## config.mk

```make
export PLATFORM = sky130hd
export DESIGN_NAME = eld_audio_descriptor_parser
export DESIGN_NICKNAME = d
export VERILOG_FILES = /design/src/rtl/eadp_pkg.sv /design/src/rtl/eadp_sad_decode.sv /design/src/rtl/eld_audio_descriptor_parser.sv
export SDC_FILE = /design/constraint.sdc
export NUM_CORES = 1
export LEC_CHECK = 0
export BUFFER_PORTS_ARGS = -buffer_cell sky130_fd_sc_hd__buf_4
export CAP_MARGIN = 15
export CELL_PAD_IN_SITES_DETAIL_PLACEMENT = 2
export CELL_PAD_IN_SITES_GLOBAL_PLACEMENT = 2
export CORE_ASPECT_RATIO = 1.4
export CORE_MARGIN = 8
export CORE_UTILIZATION = 38
export CTS_CLUSTER_DIAMETER = 50
export DETAILED_ROUTE_END_ITERATION = 16
export GPL_ROUTABILITY_DRIVEN = 0
export GPL_TIMING_DRIVEN = 0
export PLACE_DENSITY = 0.75
export SKIP_CTS_REPAIR_TIMING = 1
export SLEW_MARGIN = 40
export SYNTH_ARGS = -nofsm -noshare
export SYNTH_HDL_FRONTEND = slang
export SYNTH_SLANG_ARGS = --single-unit
export TNS_END_PERCENT = 50
```

## constraint.sdc

```tcl
create_clock -name clk -period 6 [get_ports clk]
set_clock_uncertainty 0.05 [all_clocks]
set_input_delay 0.3 -clock clk [delete_from_list [all_inputs] [get_ports clk]]
set_output_delay 0.3 -clock clk [all_outputs]
set_load 0.005 [all_outputs]
```

## src/rtl/eadp_pkg.sv

```systemverilog
// Shared types and constants for the ELD audio descriptor parser.
// Used by eadp_sad_decode and eld_audio_descriptor_parser; no dependencies.
package eadp_pkg;

    // header layout and limits
    localparam int unsigned HEADER_BYTES = 20;
    localparam int unsigned NAME_MAX     = 16;
    localparam int unsigned POS_W        = 9;
    localparam logic [POS_W-1:0] POS_MAX = '1;

    // header byte positions
    localparam logic [POS_W-1:0] POS_VERSION  = 9'd0;
    localparam logic [POS_W-1:0] POS_NAME_LEN = 9'd4;
    localparam logic [POS_W-1:0] POS_SAD_CNT  = 9'd5;
    localparam logic [POS_W-1:0] POS_DELAY    = 9'd6;
    localparam logic [POS_W-1:0] POS_SPEAKER  = 9'd7;

    // accepted version codes
    localparam logic [4:0] VER_861D    = 5'd2;
    localparam logic [4:0] VER_PARTIAL = 5'd31;

    // summary status codes
    localparam logic [1:0] ST_VALID     = 2'd0;
    localparam logic [1:0] ST_BAD_VER   = 2'd1;
    localparam logic [1:0] ST_BAD_NAME  = 2'd2;
    localparam logic [1:0] ST_TRUNCATED = 2'd3;

    // audio coding types
    localparam logic [3:0] FMT_LPCM    = 4'd1;
    localparam logic [3:0] FMT_CMP_LO  = 4'd2;
    localparam logic [3:0] FMT_CMP_HI  = 4'd8;
    localparam logic [3:0] FMT_WMA_PRO = 4'd14;
    localparam logic [3:0] FMT_EXT     = 4'd15;
    localparam logic [4:0] EXT_FIRST   = 5'd1;
    localparam logic [4:0] EXT_LAST    = 5'd3;
    localparam logic [4:0] EXT_OFFSET  = 5'd14;

    localparam logic [12:0] BITRATE_UNIT = 13'd8000;
    localparam logic [15:0] SPK_ALL      = 16'hffff;

    // byte position inside a three-byte descriptor
    typedef enum logic [1:0] {
        PH_BYTE0 = 2'd0,
        PH_BYTE1 = 2'd1,
        PH_BYTE2 = 2'd2
    } phase_t;

    // result fields, last field (status) in the lowest bits
    typedef struct packed {
        logic [2:0]  pad;
        logic [15:0] speaker_mask;
        logic [8:0]  sync_delay;
        logic [15:0] format_mask;
        logic [20:0] max_bitrate;
        logic [2:0]  low_code;
        logic [12:0] rate_mask;
        logic [3:0]  channel_count;
        logic [4:0]  coding_type;
        logic [3:0]  sad_index;
        logic [1:0]  status;
    } result_t;

    // one queued output beat
    typedef struct packed {
        logic    is_summary;
        logic    last_of_run;
        result_t data;
    } entry_t;

    localparam int unsigned FIFO_DEPTH = 4;
    localparam int unsigned FIFO_AW    = 2;

endpackage

```

## src/rtl/eadp_sad_decode.sv

```systemverilog
// Decodes one three-byte short audio descriptor into a result record.
// Depends on eadp_pkg.
module eadp_sad_decode
(
    input  logic [7:0]       b0,
    input  logic [7:0]       b1,
    input  logic [7:0]       b2,
    input  logic [3:0]       index,
    output logic [3:0]       raw_format,
    output eadp_pkg::result_t rec
);
    import eadp_pkg::*;

    logic [3:0] fmt;
    logic [4:0] ext;
    logic [4:0] code;

    assign fmt        = b0[6:3];
    assign ext        = b2[7:3];
    assign raw_format = fmt;

    // extended types 1 to 3 map to codes 15 to 17; other extended types give code 0
    always_comb
    begin
        code = {1'b0, fmt};
        if (fmt == FMT_EXT)
        begin
            if (ext >= EXT_FIRST && ext <= EXT_LAST)
                code = ext + EXT_OFFSET;
            else
                code = 5'd0;
        end
    end

    // record fields
    always_comb
    begin
        rec               = '0;
        rec.sad_index     = index;
        rec.coding_type   = code;
        rec.channel_count = {1'b0, b0[2:0]} + 4'd1;
        rec.rate_mask     = {b1[6], b1[5], b1[4], b1[3], 1'b0, b1[2], b1[1], b1[0], 5'b0};
        if (fmt == FMT_LPCM || fmt == FMT_WMA_PRO)
            rec.low_code = b2[2:0];
        if (fmt >= FMT_CMP_LO && fmt <= FMT_CMP_HI)
            rec.max_bitrate = {13'b0, b2} * {8'b0, BITRATE_UNIT};
    end

endmodule

```

## src/rtl/eld_audio_descriptor_parser.sv

```systemverilog
// Top level of the ELD audio descriptor parser: header tracking, result queue.
// Depends on eadp_pkg and eadp_sad_decode.
//
// Usage: ELD bytes come in on the s_axis channel one beat per byte, byte zero
// first, with s_axis_tlast on the final byte of the block. Each complete
// short audio descriptor yields one descriptor record on m_axis; the final
// byte yields a summary record (m_axis_tuser high). When one byte causes both,
// the descriptor record goes first and m_axis_tlast marks the last record of
// that byte.
// A record is written into the result queue when its byte is accepted and leaves it on m_axis in order.
// Throughput: one byte per cycle; a byte is taken while a four-entry result
// queue has room for two records, so the block only slows when the receiver
// stalls and the queue fills, and it never drops or repeats a record.
// Reset clears the header state, the byte position and the queue; after each
// final byte the header state starts over for the next block.
module eld_audio_descriptor_parser
(
    input  logic        clk,
    input  logic        rst_n,
    // slave side
    input  logic        s_axis_tvalid,
    output logic        s_axis_tready,
    input  logic [7:0]  s_axis_tdata,   // [7:0] in_byte
    input  logic        s_axis_tlast,   // end_of_block
    // master side
    output logic        m_axis_tvalid,
    input  logic        m_axis_tready,
    output logic [95:0] m_axis_tdata,   // status, sad_index, coding_type, channel_count,
                                        // rate_mask, low_code, max_bitrate,
                                        // format_mask, sync_delay, speaker_mask, zero pad
    output logic        m_axis_tuser,   // is_summary
    output logic        m_axis_tlast    // last_of_run
);
    import eadp_pkg::*;

    // block state
    logic [POS_W-1:0] pos_reg;
    logic [4:0]       ver_reg;
    logic [4:0]       name_reg;
    logic [3:0]       count_reg;
    logic [7:0]       delay_reg;
    logic [6:0]       spk_reg;
    logic [15:0]      formats_reg;
    logic [4:0]       done_reg;
    phase_t           phase_reg;
    logic [7:0]       sad_b0_reg;
    logic [7:0]       sad_b1_reg;

    // result queue
    entry_t               fifo_reg [FIFO_DEPTH];
    logic [FIFO_AW-1:0]   wr_ptr_reg;
    logic [FIFO_AW-1:0]   rd_ptr_reg;
    logic [FIFO_AW:0]     fifo_count_reg;

    logic        accept;
    logic        pop;
    logic [7:0]  b;
    logic [4:0]  ver_now;
    logic [4:0]  name_now;
    logic [3:0]  count_now;
    logic [7:0]  delay_now;
    logic [6:0]  spk_now;
    logic [5:0]  start;
    logic        hdr_ok;
    logic        sad_active;
    logic        sad_emit;
    logic [3:0]  raw_format;
    result_t     sad_rec;
    logic [15:0] formats_now;
    logic [9:0]  size;
    logic [6:0]  sad_end;
    logic [1:0]  status;
    result_t     sum_rec;
    entry_t      first_entry;
    entry_t      second_entry;
    logic [1:0]  n_push;
    phase_t      phase_next;

    assign accept = s_axis_tvalid && s_axis_tready;
    assign pop    = m_axis_tvalid && m_axis_tready;
    assign b      = s_axis_tdata;

    // header fields including the byte on the input this cycle
    assign ver_now   = (pos_reg == POS_VERSION)  ? b[7:3] : ver_reg;
    assign name_now  = (pos_reg == POS_NAME_LEN) ? b[4:0] : name_reg;
    assign count_now = (pos_reg == POS_SAD_CNT)  ? b[7:4] : count_reg;
    assign delay_now = (pos_reg == POS_DELAY)    ? b      : delay_reg;
    assign spk_now   = (pos_reg == POS_SPEAKER)  ? b[6:0] : spk_reg;

    assign start  = 6'(HEADER_BYTES) + {1'b0, name_now};
    assign hdr_ok = (ver_now == VER_861D || ver_now == VER_PARTIAL) &&
                    ({1'b0, name_now} <= 6'(NAME_MAX));

    // descriptor area tracking
    assign sad_active = (pos_reg >= {3'b0, start}) && hdr_ok && (done_reg < {1'b0, count_now});
    assign sad_emit   = sad_active && (phase_reg == PH_BYTE2);

    always_comb
    begin
        case (phase_reg)
            PH_BYTE0: phase_next = PH_BYTE1;
            PH_BYTE1: phase_next = PH_BYTE2;
            PH_BYTE2: phase_next = PH_BYTE0;
            default:  phase_next = PH_BYTE0;
        endcase
    end

    eadp_sad_decode u_sad_decode
    (
        .b0         (sad_b0_reg),
        .b1         (sad_b1_reg),
        .b2         (b),
        .index      (done_reg[3:0]),
        .raw_format (raw_format),
        .rec        (sad_rec)
    );

    assign formats_now = formats_reg | (sad_emit ? (16'd1 << raw_format) : 16'd0);

    // summary status
    assign size    = {1'b0, pos_reg} + 10'd1;
    assign sad_end = {1'b0, start} + {2'b0, count_now, 1'b0} + {3'b0, count_now};

    always_comb
    begin
        if (!(ver_now == VER_861D || ver_now == VER_PARTIAL))
            status = ST_BAD_VER;
        else if ({1'b0, name_now} > 6'(NAME_MAX) || size < {4'b0, start})
            status = ST_BAD_NAME;
        else if (size < {3'b0, sad_end})
            status = ST_TRUNCATED;
        else
            status = ST_VALID;
    end

    always_comb
    begin
        sum_rec              = '0;
        sum_rec.status       = status;
        sum_rec.sad_index    = count_now;
        sum_rec.format_mask  = formats_now;
        sum_rec.sync_delay   = {delay_now, 1'b0};
        sum_rec.speaker_mask = (status == ST_VALID && spk_now == 7'd0) ? SPK_ALL
                                                                        : {9'b0, spk_now};
    end

    // records to queue for this beat
    always_comb
    begin
        second_entry.is_summary  = 1'b1;
        second_entry.last_of_run = 1'b1;
        second_entry.data        = sum_rec;
        if (sad_emit)
        begin
            first_entry.is_summary  = 1'b0;
            first_entry.last_of_run = !s_axis_tlast;
            first_entry.data        = sad_rec;
        end
        else
        begin
            first_entry = second_entry;
        end
        n_push = accept ? ({1'b0, sad_emit} + {1'b0, s_axis_tlast}) : 2'd0;
    end

    // block state update
    always_ff @(posedge clk or negedge rst_n)
    begin
        if (!rst_n)
        begin
            pos_reg     <= '0;
            ver_reg     <= '0;
            name_reg    <= '0;
            count_reg   <= '0;
            delay_reg   <= '0;
            spk_reg     <= '0;
            formats_reg <= '0;
            done_reg    <= '0;
            phase_reg   <= PH_BYTE0;
        end
        else if (accept)
        begin
            if (s_axis_tlast)
            begin
                pos_reg     <= '0;
                ver_reg     <= '0;
                name_reg    <= '0;
                count_reg   <= '0;
                delay_reg   <= '0;
                spk_reg     <= '0;
                formats_reg <= '0;
                done_reg    <= '0;
                phase_reg   <= PH_BYTE0;
            end
            else
            begin
                if (pos_reg != POS_MAX)
                    pos_reg <= pos_reg + 9'd1;
                ver_reg     <= ver_now;
                name_reg    <= name_now;
                count_reg   <= count_now;
                delay_reg   <= delay_now;
                spk_reg     <= spk_now;
                formats_reg <= formats_now;
                if (sad_active)
                    phase_reg <= phase_next;
                if (sad_emit)
                    done_reg <= done_reg + 5'd1;
            end
        end
    end

    // first two bytes of the current descriptor
    always_ff @(posedge clk)
    begin
        if (accept && sad_active && phase_reg == PH_BYTE0)
            sad_b0_reg <= b;
        if (accept && sad_active && phase_reg == PH_BYTE1)
            sad_b1_reg <= b;
    end

    // queue storage
    always_ff @(posedge clk)
    begin
        if (n_push != 2'd0)
            fifo_reg[wr_ptr_reg] <= first_entry;
        if (n_push == 2'd2)
            fifo_reg[wr_ptr_reg + 2'd1] <= second_entry;
    end

    // queue pointers
    always_ff @(posedge clk or negedge rst_n)
    begin
        if (!rst_n)
        begin
            wr_ptr_reg     <= '0;
            rd_ptr_reg     <= '0;
            fifo_count_reg <= '0;
        end
        else
        begin
            wr_ptr_reg     <= wr_ptr_reg + n_push;
            if (pop)
                rd_ptr_reg <= rd_ptr_reg + 2'd1;
            fifo_count_reg <= fifo_count_reg + {1'b0, n_push} - {2'b0, pop};
        end
    end

    assign s_axis_tready = fifo_count_reg <= 3'(FIFO_DEPTH - 2);
    assign m_axis_tvalid = fifo_count_reg != '0;
    assign m_axis_tdata  = fifo_reg[rd_ptr_reg].data;
    assign m_axis_tuser  = fifo_reg[rd_ptr_reg].is_summary;
    assign m_axis_tlast  = fifo_reg[rd_ptr_reg].last_of_run;

    // checks
    a_fifo_bound: assert property (@(posedge clk) disable iff (!rst_n)
        fifo_count_reg <= 3'(FIFO_DEPTH))
        else $error("result queue overflow");

    a_done_bound: assert property (@(posedge clk) disable iff (!rst_n)
        done_reg <= {1'b0, count_reg})
        else $error("more descriptors decoded than declared");

    a_block_restart: assert property (@(posedge clk) disable iff (!rst_n)
        accept && s_axis_tlast |=> pos_reg == '0 && formats_reg == '0 && done_reg == '0)
        else $error("block state not cleared after final byte");

    a_summary_last: assert property (@(posedge clk) disable iff (!rst_n)
        accept && s_axis_tlast |=> m_axis_tvalid)
        else $error("summary record missing");

endmodule
```

# == After elaboration in Yosys (flattened, before gate mapping) ==
# Memory sizes are Yosys's and may differ from the RTL's.
# Index checks and enable logic that the tools add are counted.
# classes
add_sub_neg,14
shift,1
n_lt_le_gt_ge,11
eq_ne,13
bitwise_logic,1
multipliers,1
muxes,33
reduce_logical,28
# op_table
cell,count
$mux 98,1
$mux 16,3
$mux 5,8
$eq 9x3->1 const B,4
$mux 21,1
$mux 9,2
$mux 8,2
$or 16x16->16,1
$shl 1x4->16 const A,1
$mul 8x7->15 const B,1
$mux 7,2
$logic_and 1x1->1,12
$mux 2,6
$add 9x1->10 const B,1
$lt 10x6->1,1
$lt 10x7->1,1
$add 9x1->9 const B,1
$ge 9x6->1,1
$logic_not 9->1,1
$ne 9x9->1 const B,1
$eq 4x4->1 const B,2
$mux 4,2
$reduce_bool 2->1,4
$add 6x5->7,1
other kinds (32),42
# word_totals
mem_bits_rw,392
input_bits,13
n_memories,1
reg_bits,82
word_cells,117
output_inout_bits,100
# mem_list
name,depth,word_bits,read_ports,rd_ports_with_merged_regs,write_ports,line,source
fifo_reg,4,98,1,0,2,eld_audio_descriptor_parser.sv:50,entry_t fifo_reg [FIFO_DEPTH];

# == Logic depth before layout (Yosys ltp) ==
# depth
depth_word,13
depth_mapped,27
mapped_depth_nobuf,23

# == Cells and area by module ==
# A second synthesis with hierarchy kept.
# hier_totals
cells_unflattened,2178
area_unflattened_um2,24463.5
# by_module_without_submodules
module,seq_area_each_um2,area_per_inst_um2,cells_each,instances
eld_audio_descriptor_parser,11871.4,22096.2,1898,1
eadp_sad_decode,0.0,2367.3,280,1

# == Least setup slack after synthesis ==
# OpenSTA, ideal clock, no wires.
# synth_timing
kind,reg2reg
start,register pos_reg[3]
end,"memory fifo_reg[2][0] (netlist name), enable pin"
n_path_buf,5
required_ns,5.557
stages_incl_launch_ff,24
slack_ns,0.224
synth_period_minus_slack_ns,5.776
setup_time_ns,0.393
t_arrival_ns,5.333
path_cell_list,dfrtp_1 -> buf_6 -> nor4b_4 -> nand3_4 -> mux2i_1 -> ha_1 -> inv_1 -> ha_1 -> inv_1 -> o21ai_0 -> a31oi_1 -> o21ai_0 -> and4_1 -> buf_6 -> and2_1 -> buf_6 -> buf_6 -> inv_1 -> ha_1 -> clkbuf_1 -> o21ai_1 -> nor2_1 -> nor2_1 -> inv_1
# synth_lines
element,line,source
from (decl),eld_audio_descriptor_parser.sv:37,logic [POS_W-1:0] pos_reg;
from (signal assigned),eld_audio_descriptor_parser.sv:198,pos_reg <= pos_reg + 9'd1;
to (decl),eld_audio_descriptor_parser.sv:50,

# == Worst setup path in the final report ==
# layout_timing
start,register pos_reg[3]
end,register fifo_count_reg[2]
# layout_between
elab_chain_cells,12
elab_cells_between_ends,21
classes_between,add/sub (4); order compare (3); eq/ne (4); mux (4); reduce/logical (6)
# layout_rtl
element,line,source
branches (longest 6 deep; another with $ge 9x6->1),--,
$logic_and 1x1->1 *,eld_audio_descriptor_parser.sv:95,"assign sad_active = (pos_reg >= {3'b0, start}) && hdr_ok && (done_reg < {1'b0, count_now});"
$logic_and 1x1->1 *,eld_audio_descriptor_parser.sv:96,assign sad_emit = sad_active && (phase_reg == PH_BYTE2);
$add 1x1->2 *,eld_audio_descriptor_parser.sv:163,"n_push = accept ? ({1'b0, sad_emit} + {1'b0, s_axis_tlast}) : 2'd0;"
$mux 2 *,eld_audio_descriptor_parser.sv:163,
$add 3x2->3 *,eld_audio_descriptor_parser.sv:245,"fifo_count_reg <= fifo_count_reg + {1'b0, n_push} - {2'b0, pop};"
$sub 3x1->3 *,eld_audio_descriptor_parser.sv:245,
to (signal assigned),eld_audio_descriptor_parser.sv:245,
to (decl),eld_audio_descriptor_parser.sv:53,logic [FIFO_AW:0] fifo_count_reg;
# Mark *: on every way between the ends.
# A chain may end at the register's enable or synchronous reset.

==> qor.json <==
{
  "global_route": {
    "grt_use_total": 0.240,
    "wire_length_of_the_first_global_routing_pass_um": 108000,
    "pin_count_of_the_biggest_net_entering_global_routing": 69,
    "global_route_total_overflow": 0,
    "antenna_found_initial": 0,
    "grt_pass1_vias": 17100
  },
  "status": {
    "status": "finished clean"
  },
  "die": {
    "die_height_um": 283,
    "die-area_um2": 58700,
    "initial_core_utilization": 0.382,
    "ioPinCount": 113,
    "die_width_um": 207,
    "core_um2": 50800,
    "num_rows": 98
  },
  "logic_synthesis": {
    "yosysWarningCount": 0,
    "async_reset_ff_frac": 0.180,
    "synthesis.instances": 1631,
    "seq_area_frac_synth": 0.493,
    "synth-seq-cells": 378,
    "synthesis.area_um2": 19400,
    "adder_cell_fraction_of_synth_area": 0.0795,
    "synth_area_leader_cell": "sky130_fd_sc_hd__edfxtp_1",
    "synth-xor-area-share": 0.0135,
    "synthDistinctLibCells": 72,
    "synth_area_in_compound_gates": 0.196,
    "synth_edf_count": 166,
    "synth_top_family_by_area": "compound AO/OA/AOI/OAI gates",
    "synthDominantCellAreaShare": 0.257,
    "syn_avg_cell_area_um2": 11.9,
    "synth-main-ff-cell": "sky130_fd_sc_hd__edfxtp_1",
    "synth.mux.area_fraction": 0.0954,
    "yosys-top-cells-area": "sky130_fd_sc_hd__edfxtp_1 (26%), sky130_fd_sc_hd__dfxtp_1 (15%), sky130_fd_sc_hd__dfrtp_1 (8.8%)",
    "synth_simple_gate_area_share": 0.0701
  },
  "route": {
    "routedWlPerCell_um": 29.3,
    "detailedRoute.firstIterationViolations": 941,
    "route.vias.total": 15300,
    "route.detailed.vias_per_inst": 6.15,
    "antenna_left": 0,
    "drt-pass1-iter-count": 5,
    "route.final.wire_length_um": 73100,
    "route.detailed.drc": 0
  },
  "critical_path": {
    "cp_num_buf_inv": 7,
    "critical_path.top_delay_family": "adder cells",
    "cp.depth": 25,
    "setup.worst_path.end_class": "flip-flop",
    "crit_end": "fifo_count_reg[2]",
    "worst_path_max_delay_cell": "sky130_fd_sc_hd__dfrtp_1",
    "critPathMaxStageDelay_ns": 0.42,
    "crit_path_start": "pos_reg[3]",
    "critPathMaxFanout": 10,
    "r2r-end": "fifo_count_reg[2]",
    "cp.arrival_ns": 6.21,
    "flop_to_flop_setup_slack_ns": 0.23,
    "timing.critical_path.from_type": "flip-flop",
    "r2r_start": "pos_reg[3]",
    "r2r.worst_path.cells": 25,
    "criticalPathCategory": "flip-flop to flip-flop",
    "worstPathRequired_ns": 6.44
  },
  "power_and_ir_drop": {
    "leakage_nw": 8.65,
    "vdd.ir_drop.worst_mv": 0.218,
    "power.density_cell_area_nw_per_um2": 372
  },
  "finish": {
    "fraction_of_layout_instances_using_a_drive_strength_above_1": 0.231,
    "antenna-diode-count": 0,
    "post-route-util": 0.453,
    "layout.cells.most_common": "sky130_fd_sc_hd__edfxtp_1",
    "most-common-layout-cells": "sky130_fd_sc_hd__edfxtp_1 (166), sky130_fd_sc_hd__dfxtp_1 (144), sky130_fd_sc_hd__buf_4 (135)",
    "design.final.nets": 1930,
    "finish.cell_count_without_fillers": 2494,
    "largest_reg_flops": 296,
    "area_growth_syn_to_layout_pct": 18.4
  },
  "clock_network": {
    "clkSinkCount": 378,
    "ctsRootBufferMaster": "sky130_fd_sc_hd__clkbuf_16",
    "cts.htree.levels": 2,
    "clkTransAtPathRegs_ns": 0.07,
    "tritoncts_clock_tree": "yes",
    "insertion_delay_ns": 0.58,
    "cts_inserted_buffers": 44,
    "clock_tree.buffer_depth": 3
  },
  "placed_design": {
    "placedCellCount": 2396,
    "hpwlAfterDp_um": 52200,
    "portBuffers": 96
  },
  "timing": {
    "max_slew.worst_pin.slew_ns": 0.915,
    "achievable-frequency_ghz": 0.173,
    "worst_slew_margin_rel": 0.390,
    "setup_viol_count_final": 0,
    "grt_setup_unrepaired": "true",
    "report.final.hold_viol_count": 0,
    "finalMaxSlewViolations": 0,
    "layout_min_cycle_time_ns": 5.77,
    "finalCritPeriodShare": 0.961
  },
  "hold_path": {
    "min_path_type": "primary input to flip-flop"
  },
  "flow_run": {
    "cap_violations": 0
  }
}
[kinds of logic after synthesis]
logic type      Yosys count
compound gates          537
flops                   378
simple gates            274
buf+inv                 211
fa+ha+maj               109
mux                      91
xor+xnor                 30
other cells               1
[worst min-delay path by stage]
stage / from / end / slack [ns] / cells after the start
6_report: s_axis_tdata[5] / sad_b0_reg[5] / 0.02 / 1
5_1_grt: s_axis_tdata[5] / sad_b0_reg[5] / 0.009 / 1
4_1_cts: rst_n / delay_reg[2] / -0.30 / 1
3_5_place_dp: rst_n / fifo_count_reg[2] / 0.33 / 1
3_3_place_gp: fifo_reg[1][11] / fifo_reg[1][11] / 0.38 / 2
2_1_floorplan: rst_n / count_reg[0] / -0.05 / 0
[cell type report]
type                            count  area, um2
Clock buffer                       56       1230
Inverter                           58        231
Sequential cell                   378       9570
Multi-Input combinational cell   1057       9050
Timing Repair Buffer              118        982
Clock inverter                     26        235
Fill cell                        5140      27800
Tap cell                          650        813
Buffer                            151        868
[routing by layer]
metal / vias to the layer above / track usage / share of wire
met1: 8084 / 0.273 / 0.39
met2: 472 / 0.444 / 0.53
li1: 6636 / - / -
met5: - / 0 / 0
met3: 150 / 0.0347 / 0.044
met4: 0 / 0.0963 / 0.036
[where the power goes]
part / switching [mW] / internal (mW)
Combinational: 1.70 / 1.16
Clock: 1.22 / 1.53
Sequential: 0.0963 / 2.83
[through the flow]
| stage | hold slack (ns) | setup TNS (ns) | area, um2 | power [mW] | setup WS, ns |
|---|---|---|---|---|---|
| after floorplan | -0.0456 | 0 | 19500 | 4.65 | 0.224 |
| after detailed placement | 0.335 | -399.18 | 21100 | 5.80 | -1.18 |
| after global placement | 0.381 | -581.87 | 21000 | 5.66 | -2.31 |
| after global routing | 0.00938 | -0.178 | 23000 | 8.92 | -0.0595 |
| after CTS | -0.298 | -428.49 | 22600 | 8.57 | -1.26 |
| final | 0.0247 | 0 | 23000 | 8.55 | 0.233 |
[synthesized netlist by cell type (4+ instances only)]
| library cell | n |
|---|---|
| sky130_fd_sc_hd__inv_1 | 57 |
| sky130_fd_sc_hd__mux2i_1 | 14 |
| sky130_fd_sc_hd__or2_2 | 6 |
| sky130_fd_sc_hd__o221ai_1 | 12 |
| sky130_fd_sc_hd__fa_1 | 24 |
| sky130_fd_sc_hd__nand4_1 | 8 |
| sky130_fd_sc_hd__nor3_1 | 20 |
| sky130_fd_sc_hd__a21o_1 | 10 |
| sky130_fd_sc_hd__mux4_2 | 74 |
| sky130_fd_sc_hd__o211ai_1 | 22 |
| sky130_fd_sc_hd__and4_1 | 6 |
| sky130_fd_sc_hd__a31oi_1 | 4 |
| sky130_fd_sc_hd__edfxtp_1 | 166 |
| sky130_fd_sc_hd__a41oi_1 | 64 |
| sky130_fd_sc_hd__a32o_1 | 16 |
| sky130_fd_sc_hd__buf_6 | 12 |
| sky130_fd_sc_hd__xnor2_1 | 21 |
| sky130_fd_sc_hd__o21ai_4 | 4 |
| sky130_fd_sc_hd__nand2_1 | 114 |
| sky130_fd_sc_hd__a22oi_1 | 32 |
| sky130_fd_sc_hd__dfrtp_1 | 68 |
| sky130_fd_sc_hd__nor4_1 | 6 |
| sky130_fd_sc_hd__buf_4 | 29 |
| sky130_fd_sc_hd__a211oi_1 | 7 |
| sky130_fd_sc_hd__or3_1 | 8 |
| sky130_fd_sc_hd__buf_1 | 10 |
| sky130_fd_sc_hd__nor3_2 | 4 |
| sky130_fd_sc_hd__xor2_1 | 9 |
| sky130_fd_sc_hd__a21oi_1 | 130 |
| sky130_fd_sc_hd__nand2b_1 | 9 |
| sky130_fd_sc_hd__dfxtp_1 | 144 |
| sky130_fd_sc_hd__and2_1 | 4 |
| sky130_fd_sc_hd__ha_1 | 85 |
| sky130_fd_sc_hd__o21ai_0 | 59 |
| sky130_fd_sc_hd__o21ai_1 | 46 |
| sky130_fd_sc_hd__o21a_1 | 4 |
| sky130_fd_sc_hd__nor2_1 | 49 |
| sky130_fd_sc_hd__buf_2 | 26 |
| sky130_fd_sc_hd__a22o_1 | 109 |
| sky130_fd_sc_hd__clkbuf_1 | 76 |
| sky130_fd_sc_hd__nand3_1 | 19 |
Note: power is estimated with default switching activity, not from simulation.
